`config.mk`:
```
export PLATFORM = sky130hd
export DESIGN_NAME = shortcut_key_remapper_core
export DESIGN_NICKNAME = d
export VERILOG_FILES = /design/src/rtl/shk_pkg.sv /design/src/rtl/shk_list_ram.sv /design/src/rtl/shk_engine.sv /design/src/rtl/shortcut_key_remapper_core.sv
export SDC_FILE = /design/constraint.sdc
export NUM_CORES = 1
export LEC_CHECK = 0
export BUFFER_PORTS_ARGS = -buffer_cell sky130_fd_sc_hd__buf_4
export CORE_MARGIN = 4
export CORE_UTILIZATION = 35
export DETAILED_ROUTE_END_ITERATION = 10
export SYNTH_ARGS = -nofsm -noshare
export SYNTH_HDL_FRONTEND = slang
export SYNTH_SLANG_ARGS = --single-unit
```
`constraint.sdc`:
```
create_clock -name i_clk -period 5.8 [get_ports i_clk]
set_input_delay 0 -clock i_clk [delete_from_list [all_inputs] [get_ports i_clk]]
set_output_delay 0 -clock i_clk [all_outputs]
set_load 0.02 [all_outputs]
```
`src/rtl/shk_pkg.sv`:
```
// Shared types, constants and lookup functions for the shortcut key remapper.
`timescale 1ns / 1ps
`default_nettype none

package shk_pkg;

    // Default depth of the held-key list
    localparam int LIST_DEPTH = 32;

    // Field widths
    localparam int TYPE_W  = 16;
    localparam int CODE_W  = 16;
    localparam int VALUE_W = 32;
    localparam int TAG_W   = 6;

    // Event type for key events
    localparam logic [TYPE_W-1:0] TYPE_KEY = 16'd1;

    // Event value codes, low two bits once the upper bits are known zero
    localparam logic [1:0] VAL_RELEASE = 2'd0;
    localparam logic [1:0] VAL_PRESS   = 2'd1;
    localparam logic [1:0] VAL_REPEAT  = 2'd2;

    // Shortcut modifier key codes
    localparam logic [CODE_W-1:0] KEY_LCTRL = 16'd29;
    localparam logic [CODE_W-1:0] KEY_RCTRL = 16'd97;
    localparam logic [CODE_W-1:0] KEY_LALT  = 16'd56;
    localparam logic [CODE_W-1:0] KEY_WIN   = 16'd125;

    // Layout modifier key codes
    localparam logic [CODE_W-1:0] KEY_CAPS  = 16'd58;
    localparam logic [CODE_W-1:0] KEY_K43   = 16'd43;
    localparam logic [CODE_W-1:0] KEY_K86   = 16'd86;
    localparam logic [CODE_W-1:0] KEY_ALTGR = 16'd100;

    typedef struct packed {
        logic [TYPE_W-1:0]         event_type;
        logic [CODE_W-1:0]         key_code;
        logic signed [VALUE_W-1:0] event_value;
    } t_in;

    typedef struct packed {
        logic [TYPE_W-1:0]         out_type;
        logic [CODE_W-1:0]         out_code;
        logic signed [VALUE_W-1:0] out_value;
    } t_out;

    typedef enum logic [1:0] {
        S_IDLE,
        S_SCAN,
        S_EMIT
    } t_state;

    // Fixed layout table: returns the code unchanged when it has no entry
    function automatic logic [CODE_W-1:0] layout_map(input logic [CODE_W-1:0] code);
        logic [CODE_W-1:0] res;
        res = code;
        unique case (code)
            16'd12: res = 16'd25;
            16'd13: res = 16'd13;
            16'd16: res = 16'd45;
            16'd17: res = 16'd51;
            16'd18: res = 16'd32;
            16'd19: res = 16'd37;
            16'd20: res = 16'd36;
            16'd21: res = 16'd26;
            16'd22: res = 16'd34;
            16'd23: res = 16'd33;
            16'd24: res = 16'd18;
            16'd25: res = 16'd50;
            16'd26: res = 16'd47;
            16'd27: res = 16'd27;
            16'd30: res = 16'd31;
            16'd31: res = 16'd39;
            16'd32: res = 16'd35;
            16'd33: res = 16'd40;
            16'd34: res = 16'd22;
            16'd35: res = 16'd30;
            16'd36: res = 16'd53;
            16'd37: res = 16'd16;
            16'd38: res = 16'd24;
            16'd39: res = 16'd48;
            16'd40: res = 16'd46;
            16'd44: res = 16'd20;
            16'd45: res = 16'd44;
            16'd46: res = 16'd23;
            16'd47: res = 16'd21;
            16'd48: res = 16'd49;
            16'd49: res = 16'd38;
            16'd50: res = 16'd52;
            16'd51: res = 16'd19;
            16'd52: res = 16'd17;
            16'd53: res = 16'd12;
            default: res = code;
        endcase
        return res;
    endfunction

    function automatic logic [3:0] shortcut_bit(input logic [CODE_W-1:0] code);
        logic [3:0] res;
        res = 4'b0000;
        unique case (code)
            KEY_LCTRL: res = 4'b0001;
            KEY_RCTRL: res = 4'b0010;
            KEY_LALT:  res = 4'b0100;
            KEY_WIN:   res = 4'b1000;
            default:   res = 4'b0000;
        endcase
        return res;
    endfunction

    function automatic logic [3:0] layout_mod_bit(input logic [CODE_W-1:0] code);
        logic [3:0] res;
        res = 4'b0000;
        unique case (code)
            KEY_CAPS:  res = 4'b0001;
            KEY_K43:   res = 4'b0010;
            KEY_K86:   res = 4'b0100;
            KEY_ALTGR: res = 4'b1000;
            default:   res = 4'b0000;
        endcase
        return res;
    endfunction

    // Press sets the bit, release clears it, repeat leaves the mask alone
    function automatic logic [3:0] update_mask(input logic [3:0] mask,
                                               input logic [3:0] bits,
                                               input logic [1:0] val);
        logic [3:0] res;
        res = mask;
        unique case (val)
            VAL_PRESS:   res = mask | bits;
            VAL_RELEASE: res = mask & ~bits;
            default:     res = mask;
        endcase
        return res;
    endfunction

endpackage

`default_nettype wire

```
`src/rtl/shk_list_ram.sv`:
```
// Held-key list storage: one write port, one read port, registered read data.
`timescale 1ns / 1ps
`default_nettype none

module shk_list_ram #(
    parameter int DEPTH  = shk_pkg::LIST_DEPTH,
    parameter int ADDR_W = 5
) (
    input  wire logic                      i_clk,
    input  wire logic                      i_we,
    input  wire logic [ADDR_W-1:0]         i_waddr,
    input  wire logic [shk_pkg::TAG_W-1:0] i_wdata,
    input  wire logic                      i_re,
    input  wire logic [ADDR_W-1:0]         i_raddr,
    output logic      [shk_pkg::TAG_W-1:0] o_rdata
);

    logic [shk_pkg::TAG_W-1:0] r_mem [DEPTH];
    logic [shk_pkg::TAG_W-1:0] r_rdata;

    always_ff @(posedge i_clk) begin
        if (i_we) begin
            r_mem[i_waddr] <= i_wdata;
        end
    end

    always_ff @(posedge i_clk) begin
        if (i_re) begin
            r_rdata <= r_mem[i_raddr];
        end
    end

    assign o_rdata = r_rdata;

endmodule

`default_nettype wire

```
`src/rtl/shk_engine.sv`:
```
// Event engine: modifier masks, held-key append and serial release scan.
`timescale 1ns / 1ps
`default_nettype none

module shk_engine #(
    parameter int LIST_DEPTH = shk_pkg::LIST_DEPTH,
    parameter int ADDR_W     = 5,
    parameter int CNT_W      = 6
) (
    input  wire logic                      i_clk,
    input  wire logic                      i_rst_n,
    // incoming items
    input  wire logic                      i_in_valid,
    output logic                           o_in_ready,
    input  wire shk_pkg::t_in              i_in_data,
    // finished results toward the output register
    output logic                           o_res_valid,
    input  wire logic                      i_res_ready,
    output shk_pkg::t_out                  o_res_data,
    // list memory
    output logic                           o_we,
    output logic      [ADDR_W-1:0]         o_waddr,
    output logic      [shk_pkg::TAG_W-1:0] o_wdata,
    output logic                           o_re,
    output logic      [ADDR_W-1:0]         o_raddr,
    input  wire logic [shk_pkg::TAG_W-1:0] i_rdata
);

    shk_pkg::t_state r_state, n_state;
    logic [3:0]      r_sc, n_sc;
    logic [3:0]      r_lm, n_lm;
    logic [CNT_W-1:0] r_count, n_count;
    logic [CNT_W-1:0] r_idx, n_idx;
    logic            r_cmp_v, n_cmp_v;
    logic [ADDR_W-1:0] r_cmp_idx, n_cmp_idx;
    logic            r_found, n_found;
    logic [CNT_W-1:0] r_last, n_last;
    logic [shk_pkg::TAG_W-1:0] r_tag, n_tag;
    logic [shk_pkg::CODE_W-1:0] r_mapped, n_mapped;
    logic [shk_pkg::CODE_W-1:0] r_result, n_result;
    shk_pkg::t_in    r_item, n_item;

    // Decode of the item at the input
    logic                       in_is_key;
    logic [1:0]                 in_val;
    logic [3:0]                 in_sc;
    logic [3:0]                 in_lm;
    logic [shk_pkg::CODE_W-1:0] in_mapped;
    logic                       in_remap;
    logic [shk_pkg::TAG_W-1:0]  in_tag;

    always_comb begin
        in_is_key = (i_in_data.event_type == shk_pkg::TYPE_KEY) &&
                    (i_in_data.event_value[shk_pkg::VALUE_W-1:2] == '0);
        in_val    = i_in_data.event_value[1:0];
        in_sc     = shk_pkg::update_mask(r_sc, shk_pkg::shortcut_bit(i_in_data.key_code),
                                         in_val);
        in_lm     = shk_pkg::update_mask(r_lm, shk_pkg::layout_mod_bit(i_in_data.key_code),
                                         in_val);
        in_mapped = shk_pkg::layout_map(i_in_data.key_code);
        in_remap  = in_is_key && (in_mapped != i_in_data.key_code) &&
                    ((in_sc != 4'b0000) || (r_count != '0)) && (in_lm == 4'b0000);
        in_tag    = i_in_data.key_code[shk_pkg::TAG_W-1:0] + shk_pkg::TAG_W'(1);
    end

    // State register
    always_ff @(posedge i_clk) begin
        if (!i_rst_n) begin
            r_state <= shk_pkg::S_IDLE;
            r_sc    <= 4'b0000;
            r_lm    <= 4'b0000;
            r_count <= '0;
            r_cmp_v <= 1'b0;
        end else begin
            r_state <= n_state;
            r_sc    <= n_sc;
            r_lm    <= n_lm;
            r_count <= n_count;
            r_cmp_v <= n_cmp_v;
        end
    end

    // Scan and payload registers
    always_ff @(posedge i_clk) begin
        r_idx     <= n_idx;
        r_cmp_idx <= n_cmp_idx;
        r_found   <= n_found;
        r_last    <= n_last;
        r_tag     <= n_tag;
        r_mapped  <= n_mapped;
        r_result  <= n_result;
        r_item    <= n_item;
    end

    // Next state and memory control
    always_comb begin
        n_state   = r_state;
        n_sc      = r_sc;
        n_lm      = r_lm;
        n_count   = r_count;
        n_idx     = r_idx;
        n_cmp_v   = r_cmp_v;
        n_cmp_idx = r_cmp_idx;
        n_found   = r_found;
        n_last    = r_last;
        n_tag     = r_tag;
        n_mapped  = r_mapped;
        n_result  = r_result;
        n_item    = r_item;
        o_we      = 1'b0;
        o_waddr   = r_count[ADDR_W-1:0];
        o_wdata   = in_tag;
        o_re      = 1'b0;
        o_raddr   = r_idx[ADDR_W-1:0];

        unique case (r_state)
            shk_pkg::S_IDLE: begin
                if (i_in_valid) begin
                    n_item   = i_in_data;
                    n_result = i_in_data.key_code;
                    n_state  = shk_pkg::S_EMIT;
                    if (in_is_key) begin
                        n_sc = in_sc;
                        n_lm = in_lm;
                    end
                    if (in_remap && (in_val == shk_pkg::VAL_PRESS)) begin
                        // append unless the list is full
                        if (r_count < CNT_W'(LIST_DEPTH)) begin
                            o_we     = 1'b1;
                            n_count  = r_count + CNT_W'(1);
                            n_result = in_mapped;
                        end
                    end else if (in_remap && (in_val == shk_pkg::VAL_RELEASE)) begin
                        n_tag    = in_tag;
                        n_mapped = in_mapped;
                        n_idx    = '0;
                        n_found  = 1'b0;
                        n_last   = '0;
                        n_cmp_v  = 1'b0;
                        n_state  = shk_pkg::S_SCAN;
                    end
                end
            end

            shk_pkg::S_SCAN: begin
                // read stage: one entry per cycle
                n_cmp_v = 1'b0;
                if (r_idx < r_count) begin
                    o_re      = 1'b1;
                    n_idx     = r_idx + CNT_W'(1);
                    n_cmp_v   = 1'b1;
                    n_cmp_idx = r_idx[ADDR_W-1:0];
                end
                // compare stage: clear matches, track the last surviving entry
                if (r_cmp_v) begin
                    if (i_rdata == r_tag) begin
                        o_we    = 1'b1;
                        o_waddr = r_cmp_idx;
                        o_wdata = '0;
                        n_found = 1'b1;
                    end else if (i_rdata != '0) begin
                        n_last = CNT_W'(r_cmp_idx) + CNT_W'(1);
                    end
                end
                // done once every entry went through compare; trim the tail
                if (!r_cmp_v && (r_idx >= r_count)) begin
                    n_count  = r_last;
                    n_result = r_found ? r_mapped : r_item.key_code;
                    n_state  = shk_pkg::S_EMIT;
                end
            end

            shk_pkg::S_EMIT: begin
                if (i_res_ready) begin
                    n_state = shk_pkg::S_IDLE;
                end
            end

            default: begin
                n_state = shk_pkg::S_IDLE;
            end
        endcase
    end

    assign o_in_ready           = (r_state == shk_pkg::S_IDLE);
    assign o_res_valid          = (r_state == shk_pkg::S_EMIT);
    assign o_res_data.out_type  = r_item.event_type;
    assign o_res_data.out_code  = r_result;
    assign o_res_data.out_value = r_item.event_value;

endmodule

`default_nettype wire

```
`src/rtl/shortcut_key_remapper_core.sv`:
```
// Top level of the shortcut key remapper: engine, list memory, output register.
//
//   channel  | valid        | ready        | payload
//   ---------+--------------+--------------+------------------------------
//   input    | i_in_valid   | o_in_ready   | i_in_data  (shk_pkg::t_in)
//   output   | o_out_valid  | i_out_ready  | o_out_data (shk_pkg::t_out)
//
// One item at a time. Most items go from accept to the emit state and on into the output
// register once it can take them; the input reopens only after the result is taken, so
// a new item is not accepted before the last one has left the engine. A key release on
// the remap path first goes through a serial scan of the held-key list through the
// memory's single read port.
// A new item is accepted while the previous result waits in the output register.
// Synchronous active-low reset clears masks and fill count; list memory needs no clearing.
`timescale 1ns / 1ps
`default_nettype none

module shortcut_key_remapper_core #(
    parameter int LIST_DEPTH = shk_pkg::LIST_DEPTH
) (
    input  wire logic          i_clk,
    input  wire logic          i_rst_n,
    input  wire logic          i_in_valid,
    output logic               o_in_ready,
    input  wire shk_pkg::t_in  i_in_data,
    output logic               o_out_valid,
    input  wire logic          i_out_ready,
    output shk_pkg::t_out      o_out_data
);

    localparam int ADDR_W = (LIST_DEPTH > 1) ? $clog2(LIST_DEPTH) : 1;
    localparam int CNT_W  = $clog2(LIST_DEPTH + 1);

    logic                      res_valid;
    logic                      res_ready;
    shk_pkg::t_out             res_data;
    logic                      we;
    logic [ADDR_W-1:0]         waddr;
    logic [shk_pkg::TAG_W-1:0] wdata;
    logic                      re;
    logic [ADDR_W-1:0]         raddr;
    logic [shk_pkg::TAG_W-1:0] rdata;

    logic          r_out_valid, n_out_valid;
    shk_pkg::t_out r_out_data;

    shk_engine #(
        .LIST_DEPTH (LIST_DEPTH),
        .ADDR_W     (ADDR_W),
        .CNT_W      (CNT_W)
    ) u_engine (
        .i_clk       (i_clk),
        .i_rst_n     (i_rst_n),
        .i_in_valid  (i_in_valid),
        .o_in_ready  (o_in_ready),
        .i_in_data   (i_in_data),
        .o_res_valid (res_valid),
        .i_res_ready (res_ready),
        .o_res_data  (res_data),
        .o_we        (we),
        .o_waddr     (waddr),
        .o_wdata     (wdata),
        .o_re        (re),
        .o_raddr     (raddr),
        .i_rdata     (rdata)
    );

    shk_list_ram #(
        .DEPTH  (LIST_DEPTH),
        .ADDR_W (ADDR_W)
    ) u_list_ram (
        .i_clk   (i_clk),
        .i_we    (we),
        .i_waddr (waddr),
        .i_wdata (wdata),
        .i_re    (re),
        .i_raddr (raddr),
        .o_rdata (rdata)
    );

    // Output register: loads when empty or being drained
    assign res_ready = !r_out_valid || i_out_ready;

    always_comb begin
        n_out_valid = r_out_valid;
        if (res_valid && res_ready) begin
            n_out_valid = 1'b1;
        end else if (i_out_ready) begin
            n_out_valid = 1'b0;
        end
    end

    always_ff @(posedge i_clk) begin
        if (!i_rst_n) begin
            r_out_valid <= 1'b0;
        end else begin
            r_out_valid <= n_out_valid;
        end
    end

    always_ff @(posedge i_clk) begin
        if (res_valid && res_ready) begin
            r_out_data <= res_data;
        end
    end

    assign o_out_valid = r_out_valid;
    assign o_out_data  = r_out_data;

endmodule

`default_nettype wire

```
==> impl_metrics.ini, run 1 <==
[run_status]
outcome = complete, no violations

[flow_run]
drv_cap = 0

[critical_path]
arrival_ns = 4.63
crit_path_end_kind = flip-flop
cp-start-kind = primary input
critPathRequiredTime_ns = 5.98
crit_type = primary input to flip-flop
cp_max_fo = 17

[detailed_routing]
avgViaCountPerCell = 5.199
remaining_drc_errors = 0
routed_wl_um = 39530
vias = 9769
drt-initial-drc-count = 893
drt-pass1-iter-count = 6
wl_per_cell_um = 21.04
drt.antenna.violating_nets = 0

[power_and_ir_drop]
peakVddDrop_mv = 0.2569
p_per_area_nw_per_um2 = 310.2
power.total_mw = 6.410
leakage_nw = 6.840

[layout]
area_delta_synth_final_pct = 22.73
final_cell_mix = edfxtp_1 (382), buf_4 (149), nor2_1 (69), dlygate4sd3_1 (69), mux4_2 (60)
nets = 1314
drive_gt1_frac = 0.2547
final_common_cell = edfxtp_1
n_fill_cell = 4156
diodes = 0

[global_route]
grt_pass1_vias = 9705
busiest_layer = met2
grt_usage = 0.1486
antenna_found_initial = 0
use_met1 = 0.2087
use_met3 = 0.02979
grt_max_degree = 65
use_met2 = 0.2389
grt_pass1_wl_um = 58950
overflow = 0

[cts]
ctsHoldBuffers = 69
postCtsResizedCells = 0
cts_sinks = 400
cts_root_buf = clkbuf_16
cts_buffers = 43
postCtsSetupRepairBufs = 0
max-clock-path-buffers = 3
clk_latency_ns = 0.56
clkTransAtPathRegs_ns = 0.06
cts_tree = yes
cts_max_level = 2

[floorplan]
ios = 134
coreArea_um2 = 47650
die-width_um = 227.3
initial_core_util = 0.3534
die_area_um2 = 51680
die_height_um = 227.3
rows = 80

[timing]
max_slew_margin = 0.2832
whs_ns = 0.1807
fin_skew_ns = 0.02420
finalHoldViolCount = 0
post-route-min-period_ns = 4.449
setup_slack_ns = 1.351
drv_slew = 0
rsz0062_at_grt = false
tightest_slew_ns = 1.075
fmax_mhz = 224.8
period_share = 0.7671
setup_viol = 0
fin_tns_setup_ns = 0

[logic_synthesis]
syn_nets = 1115
synth_cell_types = 83
synth_edf_count = 382
synth_compound_area_frac = 0.05707
syn-mean-instance-area_um2 = 16.30
synth_xor_area_frac = 0.01040
yosysTopAreaCellShare = 0.6813
synthTopCellsByArea = edfxtp_1 (68%), mux4_2 (8.0%), dfxtp_1 (2.1%), mux2i_1 (1.8%), nor2_1 (1.6%)
synth.area.mux_share = 0.1028
synthCells = 1033
yosysTopAreaCell = edfxtp_1
synth_area_um2 = 16840
ys_seq_area_frac = 0.7027
yosys_register_bits = 400
ys_async_sr_fraction = 0
synth_top_family_by_area = multiplexers
ys.flop_type = edfxtp_1
yosysWarnings = 0
synth-adder-area-share = 0.01040
yosys.area_share.simple = 0.09379

[worst_hold_path]
holdCritPathClass = primary input to flip-flop

[place]
hpwlAfterDp_um = 25160
place_ws_ns = 1.406
gp_congestion = 0.8796
io_buffers = 133
-- final cells by class --
class | instances | area [um2] | area share
tap | 615 | 769.5 | 0.03724
inverter | 27 | 101.3 | 0.004905
timing repair buffer | 218 | 1809 | 0.08756
sequential | 400 | 11830 | 0.5726
clock inverter | 25 | 339.1 | 0.01641
multi-input combinational | 542 | 4682 | 0.2266
clock buffer | 52 | 1130 | 0.05468
-- kinds of logic (layout without fill, tap and decap cells) --
group                      Yosys count  in the layout
adders and majority gates           14             14
AOI/OAI and AO/OA                  128            128
muxes                               97             97
DFF                                400            400
and+or+nand+nor                    283            283
xor gates and xnor gates            20             20
buffers and inverters               91            322
-- through the flow --
| step | util | instances | instance area (um2) |
|---|---|---|---|
| 3_3_place_gp | 0.3883 | 1733 | 18500 |
| 4_1_cts | 0.4337 | 1879 | 20660 |
| 2_1_floorplan | - | 1033 | 16840 |
| 3_5_place_dp | 0.3883 | 1733 | 18500 |
| 5_1_grt | 0.4337 | 1879 | 20660 |
| 6_report | 0.4337 | 1879 | 20660 |
-- synthesized netlist by cell type (8+ instances only) --
master    number
edfxtp_1     382
nor2_1        70
mux4_2        60
nand2_1       45
clkbuf_1      40
mux2i_1       30
inv_1         27
nand3_1       26
a21oi_1       22
o21ai_0       22
nor3_1        20
nor4_1        19
dfxtp_1       18
nand4_1       15
ha_1          14
xnor2_1       14
nor2b_1       13
nand2b_1      11
buf_2         10
and2_1         9
buf_1          9
a211oi_1       8
o21ai_2        8
-- path summary, 6_finish.rpt --
kind                           start                 endpoint  slack, ns  depth (start not counted)
max reg2reg      u_engine.r_count[0]  u_list_ram.r_mem[22][5]       1.94                         11
min                    i_in_data[57]  u_engine.o_res_data[57]       0.18                          2
min reg2reg  u_engine.o_res_data[54]           o_out_data[54]       0.42                          0
max                    i_in_data[32]  u_list_ram.r_mem[22][5]       1.35                         13
-- registers in the layout, indices dropped and copies added, names as in the netlist --
signal and cells:
o_out_data 64, o_out_valid 1, u_engine.o_res_data 48, u_engine.r_cmp_idx 5
u_engine.r_cmp_v 1, u_engine.r_count 6, u_engine.r_found 1, u_engine.r_idx 6
u_engine.r_item 16, u_engine.r_last 6, u_engine.r_lm 4, u_engine.r_mapped 16
u_engine.r_result 16, u_engine.r_sc 4, u_engine.r_state 2, u_engine.r_tag 6
u_list_ram.o_rdata 6, u_list_ram.r_mem 192
-- worst max-delay path, stage by stage --
cell and delay (ns):
dlygate4sd3_1 0.54, buf_4 0.19, inv_1 0.13, ha_1 0.57
nand2_1 0.22, or4_1 0.48, nand4_1 0.09, a21oi_1 0.11
or4_4 0.55, or3_4 0.38, a2111oi_4 0.66, o21ai_2 0.23
nor2_1 0.46
-- metal layers --
layer | share of wire | wire, um | up-vias
met5 | 0 | 0 | -
met4 | 0.024 | 959 | 0
met3 | 0.073 | 2894 | 78
met2 | 0.46 | 18290 | 400
met1 | 0.44 | 17390 | 4795
li1 | - | - | 4496
-- power breakdown --
| group | internal, mW | switching (mW) |
|---|---|---|
| combinational | 0.126 | 0.207 |
| sequential | 3.24 | 0.0169 |
| clock | 1.71 | 1.11 |
| total | 5.08 | 1.33 |
Note: power is estimated with default switching activity, not from simulation.
==> run 2: changes to the inputs <==
Clock period 5.8 ns to 4 ns, I/O delays scaled along.
==> run 2 against run 1 <==
  * Clock skew decreased by 0.0013 ns
  * Count of clock-buffer cells in the layout increased by 3
  * Hold slack got worse by 0.0049 ns
  * Sequential cell count unchanged
  * Combinational power increased by 48%
  * Setup slack got worse by 1.2 ns
  * Core utilization increased by 0.64 points
  * Via count increased by 2.1%
  * Routed wire length decreased by 1.5%
  * Sequential power increased by 45%
  * Design area increased by 1.5%
  * First-iteration DRC count decreased by 14%
  * Largest power group unchanged
  * Highest routed layer unchanged
==> impl_metrics.ini, run 2 (synthesized netlist as in run 1, its figures left out) <==
[floorplan]
coreArea_um2 = 47650
rows = 80
ios = 134
die-width_um = 227.3
die_area_um2 = 51680
die_height_um = 227.3
initial_core_util = 0.3534

[critical_path]
cp-start-kind = primary input
worst_path_max_delay_cell = or4_1
r2r_start = u_engine.r_count[1]
max_stage_delay_ns = 0.56
crit_path_end_kind = flip-flop
crit_type = primary input to flip-flop
arrival_ns = 4.07
cp_common_cell = buf_4
critPathRequiredTime_ns = 4.27
path_delay_family = simple AND/OR/NAND/NOR gates
critical_path_buf_inv_count = 4
cp_max_fo = 5
critPathLaunch = i_in_data[40]
path_cells = dlygate4sd3_1, buf_4, nor4_4, nand2_1, or4_1, nand4_1, a21oi_1, or4_4, or3_4, a2111oi_4, buf_4, o21ai_2, nor2_1, buf_4

[timing]
post-route-min-period_ns = 3.805
max_slew_margin = 0.2901
rsz0062_at_grt = false
tightest_slew_ns = 1.065
fin_tns_setup_ns = 0
fmax_mhz = 262.8
finalHoldViolCount = 0
fin_skew_ns = 0.02292
period_share = 0.9511
drv_slew = 0
setup_viol = 0

[detailed_routing]
drt.antenna.violating_nets = 0
remaining_drc_errors = 0
drt-pass1-iter-count = 5
avgViaCountPerCell = 5.166
drt-initial-drc-count = 767
vias = 9971
routed_wl_um = 38940
wl_per_cell_um = 20.18

[place]
hpwlAfterDp_um = 25600
io_buffers = 133
gp_congestion = 0.9103

[cts]
postCtsSetupRepairBufs = 0
clk_latency_ns = 0.56
cts_tree = yes
cts_buffers = 42
cts_root_buf = clkbuf_16
cts_sinks = 400
max-clock-path-buffers = 3
cts_max_level = 2
clkTransAtPathRegs_ns = 0.06

[global_route]
use_met3 = 0.02489
grt_pass1_vias = 10000
overflow = 0
use_met1 = 0.2065
antenna_found_initial = 0
busiest_layer = met2
use_met2 = 0.2392
grt_pass1_wl_um = 59270
grt_max_degree = 65
grt_usage = 0.1478

[layout]
largest_reg_flops = 192
diodes = 0
utilization = 0.4401
final_cell_mix = edfxtp_1 (382), buf_4 (201), nor2_1 (69), dlygate4sd3_1 (69), mux4_2 (60)
drive_gt1_frac = 0.2814
final_common_cell = edfxtp_1
nets = 1366
regMostFlops = u_list_ram.r_mem
area_delta_synth_final_pct = 24.55

[flow_run]
drv_cap = 0

[worst_hold_path]
hp-start = i_in_data[60]
holdCritPathClass = primary input to flip-flop

[power_and_ir_drop]
leakage_nw = 7.073
p_per_area_nw_per_um2 = 434.5
peakVddDrop_mv = 0.2787

[run_status]
outcome = complete, no violations
-- run 2: cell count changes in the layout (fill, tap and decap cells not counted), moves of 2 or more --
cell and delta:
bufinv_16 -2, nor2b_4 -4, clkbuf_1 +5, nor2b_2 +4
buf_4 +52, clkbuf_8 -2, clkinvlp_4 -3, clkinv_1 -2
clkinv_2 +2
-- run 2: worst paths after layout --
check	to	slack [ns]	cells past startpoint
max	u_list_ram.r_mem[2][0]	0.20	14
min	u_engine.o_res_data[60]	0.18	2
max reg2reg	u_list_ram.r_mem[2][0]	0.54	13
min reg2reg	o_out_data[54]	0.41	0
-- run 2: what timing repair did --
action                     CTS  global route
hold endpoints to repair   108             0
hold buffers                69             0
resized for setup            0             1
setup endpoints to repair    0           174
-- run 2: through the flow --
step | hold slack [ns] | setup slack [ns] | power (mW) | std cells | cell area [um2]
floorplan | 0.09887 | 0.1400 | 5.031 | 1033 | 16850
global placement | 0.1890 | 0.2306 | 5.240 | 1786 | 18900
detailed placement | 0.1902 | 0.1271 | 5.246 | 1786 | 18900
CTS | 0.1348 | 0.1771 | 9.213 | 1930 | 20970
global route | 0.1546 | 0.03124 | 9.438 | 1930 | 20970
finish | 0.1758 | 0.1954 | 9.112 | 1930 | 20970
-- run 2: worst register-to-register path, cell delays in order (launching register included) --
cell	delay (ns)
dfxtp_1	0.46
inv_1	0.19
ha_1	0.22
nand2_1	0.10
a21oi_1	0.06
nand4_1	0.10
a21oi_1	0.08
or4_4	0.56
or3_4	0.38
a2111oi_4	0.33
buf_4	0.20
o21ai_2	0.12
nor2_1	0.21
buf_4	0.18
-- run 2: final cells by class --
class / instances / area (um2)
clock buffer: 55 / 1121
sequential: 400 / 11830
tap: 615 / 769.5
inverter: 27 / 101.3
timing repair buffer: 271 / 2220
fill: 4188 / 26680
clock inverter: 20 / 259.0
multi-input combinational: 542 / 4667
-- run 2: power by group --
group	switching (mW)	total (mW)	internal, mW	leakage (nW)
clock	1.58	3.90	2.31	0.664
combinational	0.300	0.492	0.192	2.74
sequential	0.0224	4.72	4.70	3.67
-- run 2: routing by layer --
layer  routed length (um)  vias up
met5                    0        -
met4                  891        0
met3                 2417       60
met2                18160      334
met1                17470     4967
li1                     -     4610
